--- src/idiv_pkg.sv ---
package idiv_pkg;

	// width of the operand and result ports
	localparam int DATA_W = 32;

	// operation codes
	localparam logic [1:0] ACT_SQUO = 2'd0;
	localparam logic [1:0] ACT_SREM = 2'd1;
	localparam logic [1:0] ACT_UQUO = 2'd2;
	localparam logic [1:0] ACT_UREM = 2'd3;

	// control that travels with each transaction down the chain
	typedef struct packed {
		logic valid;
		logic neg_q;
		logic neg_r;
		logic zero;
		logic sel_rem;
	} ctl_t;

endpackage

--- src/idiv_prep.sv ---
module idiv_prep #(
	parameter int WIDTH = 32
) (
	input  logic                      clk,
	input  logic                      arst_n,
	input  logic                      en,
	input  logic                      req_valid,
	input  logic [1:0]                action,
	input  logic [idiv_pkg::DATA_W-1:0] dividend,
	input  logic [idiv_pkg::DATA_W-1:0] divisor,
	output idiv_pkg::ctl_t            ctl_s1,
	output logic [WIDTH-1:0]          quo_s1,
	output logic [WIDTH-1:0]          den_s1
);
	import idiv_pkg::*;

	logic [WIDTH-1:0] a;
	logic [WIDTH-1:0] b;
	logic             is_signed;
	logic             a_neg;
	logic             b_neg;

	// take the operands modulo 2^WIDTH
	generate
		if (WIDTH <= DATA_W) begin : g_trunc
			assign a = dividend[WIDTH-1:0];
			assign b = divisor[WIDTH-1:0];
		end else begin : g_ext
			assign a = {{(WIDTH-DATA_W){1'b0}}, dividend};
			assign b = {{(WIDTH-DATA_W){1'b0}}, divisor};
		end
	endgenerate

	assign is_signed = (action == ACT_SQUO) || (action == ACT_SREM);
	assign a_neg     = is_signed & a[WIDTH-1];
	assign b_neg     = is_signed & b[WIDTH-1];

	// control register
	always_ff @(posedge clk or negedge arst_n) begin
		if (!arst_n) begin
			ctl_s1 <= '0;
		end else if (en) begin
			ctl_s1.valid   <= req_valid;
			ctl_s1.neg_q   <= a_neg ^ b_neg;
			ctl_s1.neg_r   <= a_neg;
			ctl_s1.zero    <= (b == '0);
			ctl_s1.sel_rem <= (action == ACT_SREM) || (action == ACT_UREM);
		end
	end

	// operand magnitudes
	always_ff @(posedge clk) begin
		if (en) begin
			quo_s1 <= a_neg ? (~a + 1'b1) : a;
			den_s1 <= b_neg ? (~b + 1'b1) : b;
		end
	end

endmodule

--- config.mk ---
export PLATFORM = sky130hd
export DESIGN_NAME = idiv_prep
export DESIGN_NICKNAME = d
export VERILOG_FILES = /design/src/idiv_pkg.sv /design/src/idiv_prep.sv
export SDC_FILE = /design/constraint.sdc
export NUM_CORES = 1
export LEC_CHECK = 0
export BUFFER_PORTS_ARGS = -buffer_cell sky130_fd_sc_hd__buf_2
export CAP_MARGIN = 20
export CORE_MARGIN = 4
export CORE_UTILIZATION = 49
export CTS_CLUSTER_DIAMETER = 200
export DETAILED_ROUTE_END_ITERATION = 8
export PLACE_DENSITY_LB_ADDON = 0.2
export RECOVER_POWER = 25
export SYNTH_ARGS = -nofsm -noshare
export SYNTH_HDL_FRONTEND = slang
export SYNTH_SLANG_ARGS = --single-unit
export TNS_END_PERCENT = 5
--- constraint.sdc ---
create_clock -name clk -period 1.1 [get_ports clk]
set_clock_uncertainty 0.05 [all_clocks]
set_input_delay 0.165 -clock clk [delete_from_list [all_inputs] [get_ports clk]]
set_output_delay 0.165 -clock clk [all_outputs]
set_load 0.05 [all_outputs]
# --- Word level (Yosys, flattened, before mapping) ---
# Cells that the tools add are included.
# Widths: inputs -> output; s select.
word_totals:
  ff_bits: 69
  input_bits: 70
  out_inout_bits: 69
  elab_cells: 22
classes:
  reduce_logical: 4
  n_eq_ne: 2
  n_bitwise: 5
  mux: 2
  n_addsub: 2
op_table:
  columns: ["operator", "n"]
  rows:
  - ["$add 32x1->32 const B", 2]
  - ["$mux 32", 2]
  - ["$not 32->32", 2]
  - ["$logic_not 32->1", 1]
  - ["$and 1x1->1", 2]
  - ["$eq 2x1->1 const B", 1]
  - ["$eq 2x2->1 const B", 1]
  - ["$logic_not 2->1", 1]
  - ["$logic_or 1x1->1", 2]
  - ["$xor 1x1->1", 1]

# --- Logic depth before layout (Yosys ltp) ---
# Gate-level depths: netlist (run 1).
logic_depth:
  ltp_word: 4
  ltp_mapped: 6
  depth_no_buf: 6

# --- Least setup slack after synthesis (run 1) ---
# No wires, ideal clock.
synth_timing:
  path_kind: "in2reg"
  startpoint: "input port dividend[1] (netlist name)"
  endpoint: "register quo_s1[26], data pin"
  t_arrival_ps: 1721
  stages: 6
  setup_ps: 257
  required_ps: 793
  path_slack_ps: -928
  path_buffers: 0
  path_cell_list: "inv_1 ha_1 or4b_1 or4_4 o31a_1 xor2_1"
synth_between:
  elab_chain_cells: 3
synth_lines:
  columns: ["element", "line", "text"]
  rows:
  - ["from (decl)", "idiv_prep.sv:9", "input logic [idiv_pkg::DATA_W-1:0] dividend,"]
  - ["$not 32->32", "idiv_prep.sv:54", "quo_s1 <= a_neg ? (~a + 1'b1) : a;"]
  - ["$add 32x1->32", "idiv_prep.sv:54", null]
  - ["$mux 32", "idiv_prep.sv:54", null]
  - ["to (signal assigned)", "idiv_prep.sv:54", null]
  - ["to (decl)", "idiv_prep.sv:12", "output logic [WIDTH-1:0] quo_s1,"]
# Every way passes these cells.
# A chain may end at the register's enable or synchronous reset.

# --- Worst setup path after layout (run 1) ---
layout_timing:
  startpoint: "input port dividend[10] (netlist name)"
  endpoint: "register quo_s1[30], data pin"
# Same word-level chain as after synthesis.

==> metrics.txt, run 1 <==
fill count 331; Post-Layout Cell Count around 670; maximum fanout along the worst path 3; leak pwr around 2.7 nW; final hold violation count 0; core area just over 7000 um2; Worst setup SP type input port; Starting DRT DRC Count around 270; CP required 1.14 ns; DRT antenna net count 0; simple-gate area share of the yosys netlist 0.155; CTS Root Cell clkbuf_8; worst slack, placed -1.04 ns; pin count of the biggest net entering global routing 23; GRT Util Overall 0.271; f_max about 560 MHz; worst r2r src ctl_s1[0]; CP max stage cell or4_4; Max-Cap Viols 0; CP max stage delay about 0.56 ns; Synth cell types 38; # setup viols final 95; crit-path most repeated cell or4_4; wire per inst around 18 um; Seq/Total Area, Yosys 0.567; PwrDens roughly 1300 nW/um2; fin. max-slew vios 0; clk_lat worst skew between 0.3 and 0.4 ns; total CTS buffers 9; synthesized area roughly 3600 um2; crit path from dividend[10]; NetSw 0.00269 W; status finished with violations; Top Ports around 140; sw frac 0.329; post-detail-place hpwl 8140 um; Critical Path Sink Type register; I/O Buffers 138; antenna violations before repair 1; via count around 3700; DRT Pass-1 Iters 5; CP Class in -> reg; synthesized area per cell around 12 um2; Remaining DRCs 0; CP arrival between 1.5 and 2 ns; setup ws final -0.671 ns; worst-case clock buffer depth 2; post-synthesis compound-gate area fraction 0.101; Cells after Synth a little over 300; critical path cell sequence buf_2 -> or4_4 -> or4_4 -> buf_4 -> o31ai_4 -> xnor2_1; WL final about 12000 um; failing checks negative setup slack; Worst Tran Pin Value about 0.59 ns; largest family of logic cells by synthesized area simple AND/OR/NAND/NOR gates; Mapped Nets about 380; combinational power share 0.323; ratio of cells with drive above 1 in the final layout 0.572; top_reg_cell synth edfxtp_1; Cell Int Power ~0.0055 W; EDFF count, synth 64; register share of total power 0.407; total gr overflow 0; Via density ~5.5; initial core utilization 0.500; Area Overhead vs Synth 77.7%; max_slew headroom 0.602; number of global-route vias before repair 3779; Synth Area in XOR/XNOR 0.141; Seq cells post-synth 69; maximum vdd drop 1290 uV; placed cell count 651; die area 8800 um2; final worst-path cycle share 1.61; GPL Wtd Cong 0.900; multiplexer share of the synthesized area 0.00937; CTS sink cnt just under 70; unrepaired setup endpoints after global routing yes; first-pass GRT wire length ~18000 um; H-tree Lvls 3; clock power share 0.270; DIE HEIGHT between 90 and 100 um; Reg clk slew, reported paths approximately 0.08 ns; row count 31; area share of fa/ha/maj cells after synthesis 0.00694; die extent in x 93.8 um; Worst Hold Launch req_valid; HP Class in -> reg; Layout Nets about 640; min cycle time layout between 1.5 and 2 ns; CTS tree built; Async SR Flop Fraction 0.0725; Yosys warnings 0
==> power groups by stage <==
stage | registers [W] | logic [W] | clock network, W
6_report | 0.00333 | 0.00265 | 0.00221
2_1_floorplan | 0.00426 | 0.000356 | 0
3_5_place_dp | 0.00331 | 0.00218 | 0
3_3_place_gp | 0.00331 | 0.00214 | 0
5_1_grt | 0.00336 | 0.00277 | 0.00236
4_1_cts | 0.00333 | 0.00256 | 0.00221
==> sequential cells by signal, summed over array words and instances (netlist names) <==
signal and count:
den_s1 32, quo_s1 32, ctl_s1 5
==> synthesized netlist by cell type (4+ instances only) <==
cell type	number	share of area
a21oi_1	14	0.019
a31oi_1	10	0.017
xor2_1	29	0.070
nand2_1	13	0.014
edfxtp_1	64	0.53
inv_1	9	0.0094
o21ai_0	12	0.017
xnor2_1	29	0.070
nor2_1	22	0.023
dfrtp_1	5	0.035
nor3_1	16	0.022
nor4_1	15	0.026
or3_1	7	0.012
clkbuf_1	9	0.0094
o31ai_1	9	0.019
nand2b_1	5	0.0087
o41ai_1	6	0.015
nand4_1	4	0.0069
==> cell type report <==
cell class,count,area [um2],area share
timing repair buffer,258,2110,0.329
multi-input combinational,220,1880,0.293
antenna,1,2.50,0.000390
inverter,9,38.8,0.00605
tap,99,124,0.0193
sequential,69,2050,0.319
clock inverter,6,77.6,0.0121
clock buffer,10,128,0.0199
==> metrics by stage <==
stage	utilization	cell area, um2	TNS [ns]	hold slack [ns]	power, W
6_report	0.888	6410	-18.57	0.0229	0.00820
5_1_grt	0.888	6410	-22.52	0.0209	0.00848
4_1_cts	0.863	6230	-16.66	0.0000269	0.00810
3_5_place_dp	0.737	5310	-41.47	-0.0649	0.00549
3_3_place_gp	0.737	5310	-39.66	-0.0643	0.00545
2_1_floorplan	-	3640	-26.40	-0.181	0.00462
==> kinds of logic (layout without fill, tap and decap cells) <==
| kind of cell | Yosys count | in the layout |
|---|---|---|
| AOI/OAI and AO/OA | 57 | 57 |
| xor gates and xnor gates | 58 | 58 |
| adders and majority gates | 2 | 2 |
| buffers and inverters | 18 | 283 |
| DFF | 69 | 69 |
| muxes | 3 | 3 |
| other | 0 | 1 |
| and+or+nand+nor | 100 | 100 |
==> worst paths after layout <==
check                           depth (start not counted)          to  slack [ns]
worst max-delay path                                    6  quo_s1[30]       -0.67
worst min-delay path                                    2   ctl_s1[4]        0.02
worst max register to register                          1   ctl_s1[0]        0.27
worst min register to register                          2   ctl_s1[3]        0.47
max in group asynchronous                               2   ctl_s1[3]        0.74
min in group asynchronous                               2   ctl_s1[0]        0.13
==> layer usage <==
| metal | part of all wire | up-vias | global-route usage | routed length (um) |
|---|---|---|---|---|
| met3 | 0.081 | 48 | 0.0585 | 1000 |
| met2 | 0.52 | 212 | 0.471 | 6400 |
| met5 | 0 | - | 0 | 0 |
| li1 | - | 1703 | - | - |
| met4 | 0.038 | 0 | 0.105 | 472 |
| met1 | 0.36 | 1758 | 0.328 | 4530 |
==> worst max-delay path: cells and delay by family <==
| kind | cells | cell delay, ns |
|---|---|---|
| XOR/XNOR | 1 | 0.10 |
| buffers and inverters | 2 | 0.26 |
| AND/OR/NAND/NOR | 2 | 1.10 |
| AO/OA/AOI/OAI | 1 | 0.18 |
==> repair_timing <==
item	CTS	global route
endpoints found under the hold margin	5	0
hold buffers	1	0
setup buffers	2	1
pin swaps	16	9
gates resized for setup	190	35
endpoints found under the setup margin	123	125
==> placed cells by master (no fill, tap or decap), types with 3 or more instances in the layout <==
master    count
o31ai_1       4
nand2_1      12
nand2b_1      4
o41ai_2       3
nor2_1       20
o21ai_1       5
buf_2        64
xnor2_1      28
mux2_2        3
o21ai_2       5
dfrtp_1       5
nor3_1       14
o31ai_2       3
buf_6        81
nand3_1       3
inv_1         7
o41ai_4       3
edfxtp_1     64
a21oi_1      11
or3_4         6
clkbuf_8      9
nor4_2        4
nand4_1       4
a31oi_1       9
or4_4         4
xor2_1       29
nor4_1        5
a21oi_2       3
nor4_4        6
buf_4       108
No activity file was read; power rests on OpenSTA's default activity.
==> run 2: changes to the inputs <==
- CORE_UTILIZATION: 49 -> 29
==> run 2 against run 1 <==
Compared with the run above:
- largest cell class unchanged
- clock-buffer cell count grew 5
- highest routed layer unchanged
- largest power group unchanged
- cell count rose by 10%
- register-to-register slack hardly changed
- global-route usage is 10 points lower
- critical path depth decreased by 1
- wire length decreased by 4.0%
- the run still ends with negative setup slack left
- cell area increased by 2.4%
- clock power grew 33%
- fmax is 0.69% higher
==> metrics.txt, run 2 (synthesized netlist as in run 1, its figures left out) <==
status finished with violations (unchanged); failing checks negative setup slack (unchanged); met1 Usage GRT 0.224 (was 0.328); CTS sink cnt 69 (unchanged); first-pass GRT wire length 19000 um (was 18400 um); die area 14300 um2 (was 8800 um2); leak pwr 2.75 nW (was 2.72 nW); min cycle time layout 1.76 ns (was 1.77 ns); placed cell count 719 (was 651); pin count of the biggest net entering global routing 37 (was 23); setup ws final -0.659 ns (was -0.671 ns); Layout Nets 641 (was 639); final worst-path cycle share 1.60 (was 1.61); HP Class in -> reg (unchanged); Worst Tran Pin Value 0.559 ns (was 0.591 ns); PwrDens 1350 nW/um2 (was 1280 nW/um2); fin. max-slew vios 0 (unchanged); Remaining DRCs 0 (unchanged); placed cell area 5390 um2 (was 5310 um2); GRT Max-Usage Layer met2 (unchanged); Worst setup SP type input port (unchanged); Starting DRT DRC Count 136 (was 265); Hold WS 0.0171 ns (was 0.0229 ns); DIE HEIGHT 120 um (was 93.8 um); total gr overflow 0 (unchanged); post-detail-place hpwl 9030 um (was 8140 um); maximum vdd drop 545 uV (was 1290 uV); most common cell after layout, fill and taps aside buf_4 (unchanged); GPL Wtd Cong 0.872 (was 0.900); initial core utilization 0.298 (was 0.500); CP required 1.13 ns (was 1.14 ns); die extent in x 120 um (was 93.8 um); met2 Usage GRT 0.264 (was 0.471); final hold violation count 0 (unchanged); top flop regs den_s1 (32), quo_s1 (32), ctl_s1 (5) (unchanged); I/O Buffers 138 (unchanged); GRT Util Overall 0.170 (was 0.271); Top Ports 139 (unchanged); setup tns final -15.84 ns (was -18.57 ns); row count 40 (was 31); worst-case clock buffer depth 2 (unchanged); via count 3513 (was 3721); Util after Layout 0.542 (was 0.888); ratio of cells with drive above 1 in the final layout 0.573 (was 0.572); # setup viols final 68 (was 95); CP arrival 1.79 ns (was 1.81 ns); Max-Cap Viols 0 (unchanged); WL final 11900 um (was 12400 um); CTS tree built (unchanged); Via density 4.73 (was 5.54); max_slew headroom 0.627 (was 0.602); CTS Root Cell clkbuf_16 (was clkbuf_8); H-tree Lvls 3 (unchanged); final instance area 6560 um2 (was 6410 um2); DRT Pass-1 Iters 6 (was 5); Post-Layout Cell Count 742 (was 672); DRT antenna net count 0 (unchanged); core area 12100 um2 (was 7210 um2); met3 usage 0.0457 (was 0.0585); most frequent cells in the layout buf_4, buf_6, edfxtp_1, buf_2, xor2_1 (unchanged); antenna violations before repair 0 (was 1); Critical Path Sink Type register (unchanged); Area Overhead vs Synth 81.9% (was 77.7%); fill count 1103 (was 331); unrepaired setup endpoints after global routing yes (unchanged); CP Class in -> reg (unchanged); Reg clk slew, reported paths 0.06 ns (was 0.08 ns); f_max 569 MHz (was 565 MHz); wire per inst 16.1 um (was 18.5 um); number of global-route vias before repair 3763 (was 3779); total CTS buffers 9 (unchanged); maximum fanout along the worst path 3 (unchanged); clk_lat worst skew 0.33 ns (was 0.32 ns); Antenna diodes 0 (was 1)
[run 2: cell count changes in the layout (fill, tap and decap cells not counted), sizes merged]
cell    delta
buf        -1
diode      -1
clkbuf     +8
clkinv     -4
bufinv     -1
[run 2: area by class of cell]
type,count,area (um2),area share
timing repair buffer,260,2120,0.323
sequential,69,2050,0.312
multi-input combinational,220,1850,0.282
clock buffer,15,268,0.0408
tap,168,210,0.0320
inverter,9,38.8,0.00591
clock inverter,1,30.0,0.00458
[run 2: worst paths after layout]
| check | to | cells past startpoint | slack, ns | start |
|---|---|---|---|---|
| max reg2reg | ctl_s1[0] | 1 | 0.28 | ctl_s1[0] |
| min | ctl_s1[4] | 2 | 0.02 | req_valid |
| min in group asynchronous | ctl_s1[4] | 2 | 0.19 | arst_n |
| max | quo_s1[26] | 5 | -0.66 | dividend[13] |
| min reg2reg | ctl_s1[3] | 2 | 0.47 | ctl_s1[3] |
| max in group asynchronous | ctl_s1[3] | 2 | 0.58 | arst_n |
[run 2: timing repair]
action	CTS	global route
hold endpoints to repair	5	0
setup buffers	6	1
hold buffers	1	0
setup endpoints to repair	124	125
gates resized for setup	208	19
pin swaps	19	11
[run 2: where the power goes]
group | internal, W | leakage, nW | switching [W]
registers | 0.00320 | 0.689 | 0.000128
logic | 0.00104 | 1.91 | 0.00157
clock network | 0.00188 | 0.144 | 0.00105
total | 0.00613 | 2.75 | 0.00275
[run 2: worst max-delay path: stages]
cell and delay (ns):
buf_6 0.09, or4_4 0.53, or4_4 0.58, o31a_1 0.27
xor2_1 0.14
[run 2: metrics by stage]
step / power (W) / setup WS (ns)
global placement: 0.00550 / -1.01
detailed placement: 0.00551 / -1.02
CTS: 0.00896 / -0.625
finish: 0.00888 / -0.659
global route: 0.00925 / -0.690
floorplan: 0.00462 / -0.859
[run 2: layer usage]
metal  vias up  wire length [um]  part of all wire
met5         -                 0                 0
met4         0               260             0.022
met3        21               742             0.062
met2       106              5660              0.48
met1      1687              5240              0.44
li1       1699                 -                 -
