### src/idiv_pkg.sv
package idiv_pkg;

	// width of the operand and result ports
	localparam int DATA_W = 32;

	// operation codes
	localparam logic [1:0] ACT_SQUO = 2'd0;
	localparam logic [1:0] ACT_SREM = 2'd1;
	localparam logic [1:0] ACT_UQUO = 2'd2;
	localparam logic [1:0] ACT_UREM = 2'd3;

	// control that travels with each transaction down the chain
	typedef struct packed {
		logic valid;
		logic neg_q;
		logic neg_r;
		logic zero;
		logic sel_rem;
	} ctl_t;

endpackage

### src/idiv_cell.sv
module idiv_cell #(
	parameter int WIDTH = 32
) (
	input  logic             clk,
	input  logic             arst_n,
	input  logic             en,
	input  idiv_pkg::ctl_t   ctl_in,
	input  logic [WIDTH-1:0] rem_in,
	input  logic [WIDTH-1:0] quo_in,
	input  logic [WIDTH-1:0] den_in,
	output idiv_pkg::ctl_t   ctl_q,
	output logic [WIDTH-1:0] rem_q,
	output logic [WIDTH-1:0] quo_q,
	output logic [WIDTH-1:0] den_q
);
	import idiv_pkg::*;

	logic [WIDTH+1:0] diff;
	logic             fits;

	// trial subtract of the divisor from the shifted partial remainder
	assign diff = {1'b0, rem_in, quo_in[WIDTH-1]} - {2'b00, den_in};
	assign fits = ~diff[WIDTH+1];

	always_ff @(posedge clk or negedge arst_n) begin
		if (!arst_n) begin
			ctl_q <= '0;
		end else if (en) begin
			ctl_q <= ctl_in;
		end
	end

	// restore or keep, shift the quotient bit in from the bottom
	always_ff @(posedge clk) begin
		if (en) begin
			rem_q <= fits ? diff[WIDTH-1:0] : {rem_in[WIDTH-2:0], quo_in[WIDTH-1]};
			quo_q <= {quo_in[WIDTH-2:0], fits};
			den_q <= den_in;
		end
	end

endmodule

### config.mk
export PLATFORM = sky130hd
export DESIGN_NAME = idiv_cell
export DESIGN_NICKNAME = d
export VERILOG_FILES = /design/src/idiv_pkg.sv /design/src/idiv_cell.sv
export SDC_FILE = /design/constraint.sdc
export NUM_CORES = 1
export LEC_CHECK = 0
export ABC_AREA = 1
export BUFFER_PORTS_ARGS = -buffer_cell sky130_fd_sc_hd__buf_2
export CAP_MARGIN = 25
export CORE_ASPECT_RATIO = 2
export CORE_UTILIZATION = 56
export CTS_CLUSTER_SIZE = 25
export DETAILED_ROUTE_END_ITERATION = 8
export PLACE_DENSITY_LB_ADDON = 0.1
export SLEW_MARGIN = 5
export SYNTH_ARGS = -nofsm -noshare
export SYNTH_HDL_FRONTEND = slang
export SYNTH_SLANG_ARGS = --single-unit
export TNS_END_PERCENT = 5
### constraint.sdc
create_clock -name clk -period 1.75 [get_ports clk]
set_clock_uncertainty 0.1 [all_clocks]
set_input_delay 0.0875 -clock clk [delete_from_list [all_inputs] [get_ports clk]]
set_output_delay 0.0875 -clock clk [all_outputs]
set_load 0.05 [all_outputs]
==> results of run 1 <==
[kinds of logic after synthesis]
group           after synthesis  synth area share
compound gates               23            0.0204
buf+inv                     154            0.0999
xor+xnor                     15            0.0212
mux                           5           0.00908
simple gates                414             0.297
flops                       101             0.485
fa+ha+maj                    33            0.0678
[synthesized netlist by cell type]
library cell  number  area [um^2]
nand2_1          264          991
inv_1            142          533
o21ai_0            1         5.00
nand2_2            4         25.0
buf_4              1         7.51
nor2_1            40          150
or2_2              1         6.26
inv_2              3         11.3
mux2_2             5         56.3
nor3_1             3         15.0
xor2_1            15          131
nor2_4             1         11.3
a21oi_1           18         90.1
nand2_8            1         20.0
nand2_4            1         11.3
nand3_1           58          290
buf_12             1         20.0
nor2_2             3         18.8
fa_1               1         20.0
nand3_2           14          140
buf_2              5         25.0
buf_6              2         22.5
ha_1              32          400
a21oi_2            1         8.76
nand4_1            7         43.8
and3_1             1         6.26
and2_1            10         62.6
o21bai_1           3         22.5
nor3_2             1         10.0
dfrtp_1            5          125
nand3b_1           5         37.5
edfxtp_1          96         2880
[per-layer routing]
layer,track usage,overflow
met1,0.765,0
met2,1.13,325
met3,0.570,3
met4,1.01,105
met5,0.0545,0
[metrics by stage]
| step | utilization | hold slack (ns) | area [um^2] | std cells |
|---|---|---|---|---|
| after floorplan | - | -0.308 | 6290 | 745 |
| after global placement | 0.756 | -0.204 | 8180 | 1178 |
| after detailed placement | 0.756 | -0.195 | 8180 | 1178 |
| after CTS | 0.871 | 0.000541 | 9410 | 1278 |
[repair_timing]
action / in CTS
gates resized for setup: 13
endpoints found under the setup margin: 32
setup buffers: 1
gates cloned: 1
hold endpoints to repair: 85
pin swaps: 2
hold buffers: 82
==> impl_metrics.yaml, run 1 <==
placement:
  portBuffers: 204
  dpl_worst_slack_ns: -0.421
  hpwl_um: 16000
  finalWeightedCongestion: 0.954
global_route:
  grt_usage: 0.841
  overflow: 433
  grt_max_degree: 40
timing:
  worst_path_end_type: "register data pin"
  worst_endpoint: "rem_q[16]$_DFFE_PP_/D"
floorplan:
  die_w_um: 76.4
  pin_count: 205
  start_util: 0.574
  die_h_um: 151
  rows: 54
yosys:
  synth_fp_nets: 882
  ys_ff_latch: 101
  netlist_area_um2: 6200
  ys_warn_count: 0
  ys_seq_area_frac: 0.485
  yosysUniqueCellTypes: 32
  synth_cells: 745
  synth.avg_cell_area_um2: 8.32
run_status:
  run_status: "stopped before the end"
  error: "[ERROR GRT-0232] Routing congestion too high. Check the congestion heatmap in the GUI."
  stop_stage: "5_1_grt"
clock_network:
  cts-root-buf: "clkbuf_16"
  clock_path_buffers: 2
  htree_levels: 3
  cts_sinks: 101
  cts_buffers: 9
==> run 2: changes to the inputs <==
CORE_ASPECT_RATIO = default   (was 2)
CORE_UTILIZATION = 40   (was 56)
CTS_CLUSTER_SIZE = default   (was 25)
PLACE_DENSITY_LB_ADDON = 0.15   (was 0.1)
==> run 2 against run 1 <==
Effect of this change: the flow now finishes without violations; synthesized cell count unchanged; synthesized area unchanged.
==> impl_metrics.yaml, run 2 <==
cells_and_area:
  layout.core_utilization: 0.645
  finalNonFillerCells: 1346
  area_growth_pct: 57.6
  mostFrequentLayoutCell: "nand2_1"
  final_cell_mix: "nand2_1, buf_2, inv_1"
  nFillCells: 1349
  fin_nets: 1290
  antenna_cells: 0
  top_regs: "den_q (32), quo_q (32), rem_q (32)"
  layout-drive-gt1-share: 0.358
routing:
  drcViolationCount: 0
  top_layer_used: "met4"
  drt_iter0_drc: 330
  via_per_inst: 4.61
  dr.pass1.iters: 5
  routed-wl-met2_um: 8860
  dr_wl_met3_um: 1140
  vias: 6208
  wire_per_inst_um: 13.9
  wl_met1_um: 8460
  wl_um: 18700
  ant_nets: 0
yosys:
  ys_warn_count: 0
  yosys-top-cells-count: "nand2_1, inv_1, edfxtp_1, nand3_1, nor2_1"
  synth_fp_nets: 882
  ys_seq_area_frac: 0.485
  synth_largest_area_cell: "edfxtp_1"
  ys_ff_latch: 101
  synth_edf_count: 96
  netlist_area_um2: 6200
  synth_compound_area_frac: 0.0204
  synth_top_family_by_area: "simple AND/OR/NAND/NOR gates"
  ys.flop_type: "edfxtp_1"
  synth_top_area_frac: 0.465
  synthArstFlopShare: 0.0495
  synth_xor_area_frac: 0.0212
  ys_top_cells_by_area: "edfxtp_1, nand2_1, inv_1"
  yosysUniqueCellTypes: 32
  synthMuxAreaShare: 0.00908
  synthAdderAreaFrac: 0.0678
  synth.most_common_cell: "nand2_1"
  synth.avg_cell_area_um2: 8.32
  synth_cells: 745
  synthSimpleGateAreaFrac: 0.297
timing:
  hold_viol: 0
  max_slew_margin: 0.726
  tns_ns: 0
  setup_viol: 0
  period_share: 0.977
  hold_slack_ns: 0.0185
  max_freq_mhz: 585
  rsz0062_at_grt: "yes"
  slew_violations: 0
  setup_slack_ns: 0.0402
  worstMarginPinSlew_ns: 0.411
  min_period_ns: 1.71
setup_path:
  cp.required_ns: 1.76
  slowest_stage: "ha_1"
  max_stage_delay_ns: 0.33
  r2r_cells: 1
  crit_path_end_kind: "flop"
  worstPathArrival_ns: 1.72
  r2r-end: "ctl_q[2]$_DFFE_PN0P_"
  critical_path_class: "in2reg"
  crit_fanout: 9
  start_kind: "input port"
  crit_start: "rem_in[4]"
  worstPathCellList: "buf_2 > ha_1 > nand2_1 > nor2_4 > nand3_1 > nand3_2 > nand2_2 > nand2_2 > nand2_4 > nand2_8 > buf_12 > nand2_1 > o21ai_0"
  rr_startpoint: "ctl_q[2]$_DFFE_PN0P_"
  rrSetupSlack_ns: 0.90
floorplan:
  start_util: 0.409
  coreArea_um2: 15100
  die_w_um: 127
  rows: 45
  die_area_um2: 16000
  pin_count: 205
  die_h_um: 127
worst_hold_path:
  min_from: "quo_in[31]"
  holdPathEnd: "rem_q[0]$_DFFE_PP_"
  hold_path.class: "in2reg"
  min_delay_path_depth: 3
clock_network:
  htree_levels: 3
  cts-root-buf: "clkbuf_16"
  cts_buffers: 9
  cts_tree: "done"
  clock_path_buffers: 2
  cts_sinks: 101
  insertion_delay_ns: 0.35
  path_clk_slew_ns: 0.08
placement:
  finalWeightedCongestion: 0.897
  hpwl_um: 13900
  dpl_worst_slack_ns: -0.348
  portBuffers: 204
  dp.cells: 1235
global_route:
  overflow: 0
  grt_usage: 0.237
  grt_pass1_vias: 5890
  grt_max_degree: 42
  grt_pass1_wl_um: 29200
  antenna_found_initial: 0
power:
  leakagePower_uw: 0.00504
  max-vdd-ir-drop_mv: 0.490
  power_density_nw_per_um2: 817
flow_run:
  max_cap_viol_count: 0
run_status:
  run_status: "finished clean"
==> run 2: where the power goes <==
group	internal [uW]	switching, uW	total (uW)
Clock	995	1000	2000
Sequential	2950	66.2	3010
Combinational	1070	1900	2970
==> run 2: layer usage <==
layer,global-route usage,vias to the layer above
met5,0,-
met4,0.0702,0
met3,0.0439,15
met2,0.408,192
met1,0.303,2823
li1,-,3178
==> run 2: cells by family (layout without fill, tap and decap cells) <==
family	Yosys count	count (layout)
xor+xnor	15	15
compound gates	23	23
mux	5	5
simple gates	414	414
flops	101	101
buf+inv	154	567
fa+ha+maj	33	33
==> run 2: through the flow <==
step / total power [uW] / area (um^2)
after floorplan: 4830 / 6290
after global placement: 5770 / 8370
after detailed placement: 5790 / 8370
after CTS: 7930 / 9550
after global routing: 8370 / 9770
final: 7980 / 9770
==> run 2: area by class of cell <==
| class | count | area, um^2 | share of cell area |
|---|---|---|---|
| multi-input combinational | 490 | 2850 | 0.291 |
| inverter | 145 | 544 | 0.0557 |
| clock buffer | 10 | 229 | 0.0234 |
| timing repair buffer | 406 | 2850 | 0.292 |
| clock inverter | 6 | 56.3 | 0.00576 |
| tap | 188 | 235 | 0.0241 |
| sequential | 101 | 3010 | 0.308 |
==> run 2: critical path: cells and delay by family <==
family / cells / cell delay [ns]
AOI/OAI and AO/OA: 1 / 0.07
adders and majority gates: 1 / 0.33
buffers and inverters: 2 / 0.27
and+or+nand+nor: 9 / 0.95
==> run 2: worst max-delay path by stage <==
stage / end / cells after the start
after floorplan: rem_q[28]$_DFFE_PP_ / 15
after global placement: rem_q[18]$_DFFE_PP_ / 13
after detailed placement: rem_q[0]$_DFFE_PP_ / 13
after CTS: rem_q[0]$_DFFE_PP_ / 13
after global routing: rem_q[0]$_DFFE_PP_ / 14
final: rem_q[0]$_DFFE_PP_ / 13
==> run 2: what timing repair did <==
item,in CTS,in global routing
gates resized for setup,0,41
hold buffers,90,0
endpoints found under the hold margin,93,0
setup endpoints to repair,0,32
setup buffers,0,5
Note: power is estimated with default switching activity, not from simulation.
==> run 3: changes to the inputs <==
GPL_TIMING_DRIVEN = 0   (was default)
==> run 3 against run 2 <==
Effect of this change: the flow now finishes with violations (negative hold slack); die area is the same; register-to-register slack is essentially flat; routed wire length shrank 5.5%; sequential power is essentially flat.
==> impl_metrics.yaml, run 3 (synthesis gave the netlist of run 2 again) <==
run_status:
  run_status: "finished, violations left"
  violations: "negative hold slack"
routing:
  dr.pass1.iters: 4
  drt_iter0_drc: 378
  via_per_inst: 4.58
  wl_um: 17700
  ant_nets: 0
  vias: 5853
  wire_per_inst_um: 13.8
  drcViolationCount: 0
floorplan:
  coreArea_um2: 15100
  start_util: 0.409
  rows: 45
  die_area_um2: 16000
  die_w_um: 127
  die_h_um: 127
  pin_count: 205
setup_path:
  cp.required_ns: 1.75
  crit_path_end_kind: "flop"
  critical_path_class: "in2reg"
  crit_fanout: 6
  start_kind: "input port"
  worstPathArrival_ns: 1.72
timing:
  setup_viol: 0
  tns_ns: 0
  setup_slack_ns: 0.0345
  hold_viol: 1
  max_slew_margin: 0.662
  hold_slack_ns: -0.00383
  max_freq_mhz: 583
  slew_violations: 0
  worstMarginPinSlew_ns: 0.506
  rsz0062_at_grt: "yes"
  period_share: 0.980
  min_period_ns: 1.72
cells_and_area:
  antenna_cells: 0
  layout.core_utilization: 0.639
  layout-drive-gt1-share: 0.351
  regArea_um2: 3010
  top_regs: "den_q (32), quo_q (32), rem_q (32)"
  multiInputGateArea_um2: 3210
  mostFrequentLayoutCell: "nand2_1"
  final_cell_mix: "nand2_1, buf_2, inv_1"
  area_growth_pct: 56.1
  finalNonFillerCells: 1278
  fin_nets: 1222
  nFillCells: 1311
flow_run:
  max_cap_viol_count: 0
clock_network:
  cts_buffers: 9
  clock_path_buffers: 2
  path_clk_slew_ns: 0.07
  cts-root-buf: "clkbuf_16"
  cts_sinks: 101
  cts_tree: "done"
  insertion_delay_ns: 0.35
  htree_levels: 3
placement:
  dpl_worst_slack_ns: -0.499
  portBuffers: 204
  hpwl_um: 12600
  finalWeightedCongestion: 0.844
  dp.cells: 1138
power:
  leakagePower_uw: 0.00475
  max-vdd-ir-drop_mv: 0.423
  power_density_nw_per_um2: 812
worst_hold_path:
  hold_path.class: "in2reg"
global_route:
  grt_max_degree: 67
  grt_pass1_vias: 5577
  overflow: 0
  antenna_found_initial: 0
  grt_pass1_wl_um: 27300
  grt_usage: 0.218
run 3: cell count changes in the layout (fill, tap and decap cells not counted), moves of 11 or more:
| cell | previous run | this run |
|---|---|---|
| ha_4 | 13 | 30 |
| nand2_2 | 15 | 27 |
| ha_1 | 16 | 1 |
| dlygate4sd3_1 | 90 | 101 |
| nand2_1 | 252 | 233 |
| buf_4 | 106 | 23 |
run 3: cell type report:
| cell class | instances | share of cell area |
|---|---|---|
| inverter | 145 | 0.0562 |
| clock buffer | 10 | 0.0237 |
| tap | 188 | 0.0243 |
| timing repair buffer | 329 | 0.237 |
| clock inverter | 6 | 0.00582 |
| multi-input combinational | 490 | 0.332 |
| buffer | 9 | 0.0103 |
| sequential | 101 | 0.311 |
run 3: layer usage:
layer	vias up	routed length, um	GRT usage
met5	-	0	0
met4	0	167	0.0581
met3	10	982	0.0396
met2	169	8470	0.374
met1	2639	8050	0.283
li1	3035	-	-
run 3: power by group:
part / switching, uW / leakage (uW) / internal [uW] / total (uW)
logic: 1920 / 0.00361 / 1000 / 2920
clock network: 942 / 0.000137 / 993 / 1940
registers: 55.6 / 0.000997 / 2950 / 3000
run 3: stage by stage:
step | hold slack [ns] | cell area (um^2) | total power [uW]
after floorplan | -0.308 | 6290 | 4830
final | -0.00383 | 9680 | 7860
after detailed placement | -0.193 | 7580 | 5480
after global routing | 0.0178 | 9680 | 8270
after CTS | 0.00533 | 8950 | 7640
after global placement | -0.193 | 7550 | 5470
run 3: worst max-delay path: stages:
cell and delay (ns):
buf_2 0.12, inv_2 0.06, ha_4 0.21, nand2_2 0.06, nand2_2 0.07, nand2_2 0.06, nand3_2 0.09, a21oi_4 0.19
nor2_4 0.06, nor2_4 0.20, nand2_8 0.09, buf_4 0.15, buf_12 0.13, nand3_4 0.07, nand2_1 0.06
run 3: final timing paths:
kind / start / to / slack (ns) / cells after the start
hold reg to reg: ctl_q[0]$_DFFE_PN0P_ / ctl_q[0]$_DFFE_PN0P_ / 0.40 / 1
min in group asynchronous: arst_n / ctl_q[1]$_DFFE_PN0P_ / 0.55 / 3
setup reg to reg: ctl_q[2]$_DFFE_PN0P_ / ctl_q[2]$_DFFE_PN0P_ / 0.89 / 1
hold / removal: rem_in[0] / rem_q[1]$_DFFE_PP_ / -0.004 / 3
max in group asynchronous: arst_n / ctl_q[2]$_DFFE_PN0P_ / 0.81 / 3
setup / recovery: den_in[18] / rem_q[19]$_DFFE_PP_ / 0.03 / 15
run 3: repair_timing:
| item | CTS | global route |
|---|---|---|
| hold buffers | 101 | 0 |
| pin swaps | 4 | 16 |
| setup endpoints to repair | 29 | 32 |
| gates cloned | 0 | 2 |
| setup buffers | 4 | 17 |
| endpoints found under the hold margin | 104 | 0 |
| resized for setup | 10 | 114 |
==> run 4: changes to the inputs <==
CORE_UTILIZATION = 55   (was 40)
==> run 4 against run 3 <==
Effect of this change: the run now ends clean; clock-buffer cell count stayed put; maximum frequency is 1.2% lower; highest routed layer unchanged; sequential share of layout area is 1.7 points higher.
==> impl_metrics.yaml, run 4 (synthesis gave the netlist of run 2 again) <==
timing:
  tns_ns: 0
  slew_violations: 0
  setup_slack_ns: 0.0139
  period_share: 0.992
  min_period_ns: 1.74
  max_slew_margin: 0.606
  worstMarginPinSlew_ns: 0.591
  max_freq_mhz: 576
  hold_viol: 0
  rsz0062_at_grt: "yes"
  setup_viol: 0
setup_path:
  start_kind: "input port"
  rr_startpoint: "ctl_q[1]$_DFFE_PN0P_"
  slowest_stage: "ha_1"
  crit_path_end_kind: "flop"
  worstPathArrival_ns: 1.74
  crit_fanout: 10
  r2r_cells: 1
  rrSetupSlack_ns: 0.86
  cp.required_ns: 1.76
  worstPathCellList: "buf_2 > inv_1 > ha_1 > nand2_2 > nor2_2 > nand2_1 > nand2_1 > inv_1 > nand2_2 > nand2_4 > buf_4 > nand3_1 > nand2_1"
  max_stage_delay_ns: 0.40
  crit_path_frequent_cell: "nand2_1"
  critical_path_class: "in2reg"
  r2r-end: "ctl_q[1]$_DFFE_PN0P_"
floorplan:
  die_w_um: 108
  die_h_um: 108
  pin_count: 205
  rows: 38
  coreArea_um2: 10900
  start_util: 0.567
  die_area_um2: 11700
routing:
  drcViolationCount: 0
  wl_um: 19800
  drt_iter0_drc: 461
  ant_nets: 0
  dr.pass1.iters: 5
  via_per_inst: 5.16
  wire_per_inst_um: 16.4
  vias: 6246
power:
  p_clk_frac: 0.252
  seqPwrFrac: 0.386
  power_density_nw_per_um2: 853
  power_frac_comb: 0.362
  intPower_uw: 4840
  max-vdd-ir-drop_mv: 0.649
  switching_power_uw: 2990
  leakagePower_uw: 0.00459
  swShare: 0.382
placement:
  portBuffers: 204
  dp.cells: 1090
  hpwl_um: 12600
  dpl_worst_slack_ns: -0.438
  finalWeightedCongestion: 0.965
clock_network:
  path_clk_slew_ns: 0.07
  htree_levels: 3
  cts_sinks: 101
  clock_path_buffers: 2
  cts_tree: "done"
  cts_buffers: 9
  insertion_delay_ns: 0.35
  cts-root-buf: "clkbuf_16"
cells_and_area:
  mostFrequentLayoutCell: "nand2_1"
  final_cell_mix: "nand2_1, buf_2, inv_1"
  nFillCells: 684
  top_regs: "den_q (32), quo_q (32), rem_q (32)"
  regArea_um2: 3010
  finalNonFillerCells: 1211
  layout-drive-gt1-share: 0.318
  area_growth_pct: 48.0
  multiInputGateArea_um2: 3010
  fin_nets: 1202
global_route:
  grt_usage: 0.323
  grt_pass1_vias: 5951
  grt_pass1_wl_um: 28700
  grt_max_degree: 61
  antenna_found_initial: 1
  overflow: 0
run_status:
  run_status: "finished clean"
worst_hold_path:
  min_delay_path_depth: 3
  hold_path.class: "in2reg"
  holdPathEnd: "rem_q[0]$_DFFE_PP_"
  min_from: "quo_in[31]"
flow_run:
  max_cap_viol_count: 0
[run 4: cell count changes in the layout (fill, tap and decap cells not counted), moves of 3 or more]
cell / delta
dlygate4sd3_1: -6
nand2_2: -4
inv_1: +10
buf_4: -12
ha_4: -7
nor2_1: +3
nor2_4: -4
inv_2: -10
ha_1: +4
buf_2: +3
ha_2: +3
nand2_1: +11
nand2_4: -6
[run 4: power groups by stage]
stage	clock, uW	sequential, uW	combinational [uW]
final	1970	3020	2840
after global placement	0	3050	2380
after global routing	2050	3040	3020
after floorplan	0	3950	876
after CTS	1960	3010	2610
after detailed placement	0	3060	2420
[run 4: how the worst max path moves through the flow]
stage	startpoint	end	slack [ns]	cells after the start
floorplan	den_in[3]	rem_q[28]$_DFFE_PP_	0.01	15
global placement	en	ctl_q[4]$_DFFE_PN0P_	-0.61	2
detailed placement	quo_in[31]	rem_q[28]$_DFFE_PP_	-0.44	15
CTS	den_in[22]	rem_q[19]$_DFFE_PP_	0.005	14
global route	den_in[16]	rem_q[16]$_DFFE_PP_	-0.11	16
finish	den_in[13]	rem_q[13]$_DFFE_PP_	0.01	13
[run 4: per-stage QoR]
| step | hold slack, ns | utilization | instance area, um^2 | power (uW) |
|---|---|---|---|---|
| 2_1_floorplan | -0.308 | - | 6290 | 4830 |
| 3_3_place_gp | -0.198 | 0.685 | 7490 | 5440 |
| 3_5_place_dp | -0.193 | 0.688 | 7520 | 5480 |
| 4_1_cts | 0.00670 | 0.804 | 8790 | 7570 |
| 5_1_grt | 0.0207 | 0.839 | 9180 | 8100 |
| 6_report | 0.00515 | 0.839 | 9180 | 7830 |
[run 4: what timing repair did]
item | CTS | global route
setup endpoints to repair | 18 | 31
resized for setup | 6 | 61
pin swaps | 2 | 11
setup buffers | 1 | 8
hold buffers | 95 | 0
endpoints found under the hold margin | 98 | 0
[run 4: cell type report]
type,count,area share
flip-flops and latches,101,0.328
multi-input cells,490,0.328
repair buffers,309,0.226
inverters,145,0.0593
clock buffers,10,0.0249
well taps,140,0.0191
plain buffers,9,0.00913
clock inverters,6,0.00600
diodes,1,0.000273
[run 4: routing by layer]
layer,up-vias,routed length (um),GRT usage
met5,-,0,0
met4,0,723,0.138
met3,56,1550,0.0512
met2,297,10100,0.591
met1,2890,7430,0.372
li1,3003,-,-
[run 4: critical path, delay by kind of cell]
family | cells | cell delay [ns]
adders and majority gates | 1 | 0.40
and+or+nand+nor | 8 | 0.82
buffers and inverters | 4 | 0.42
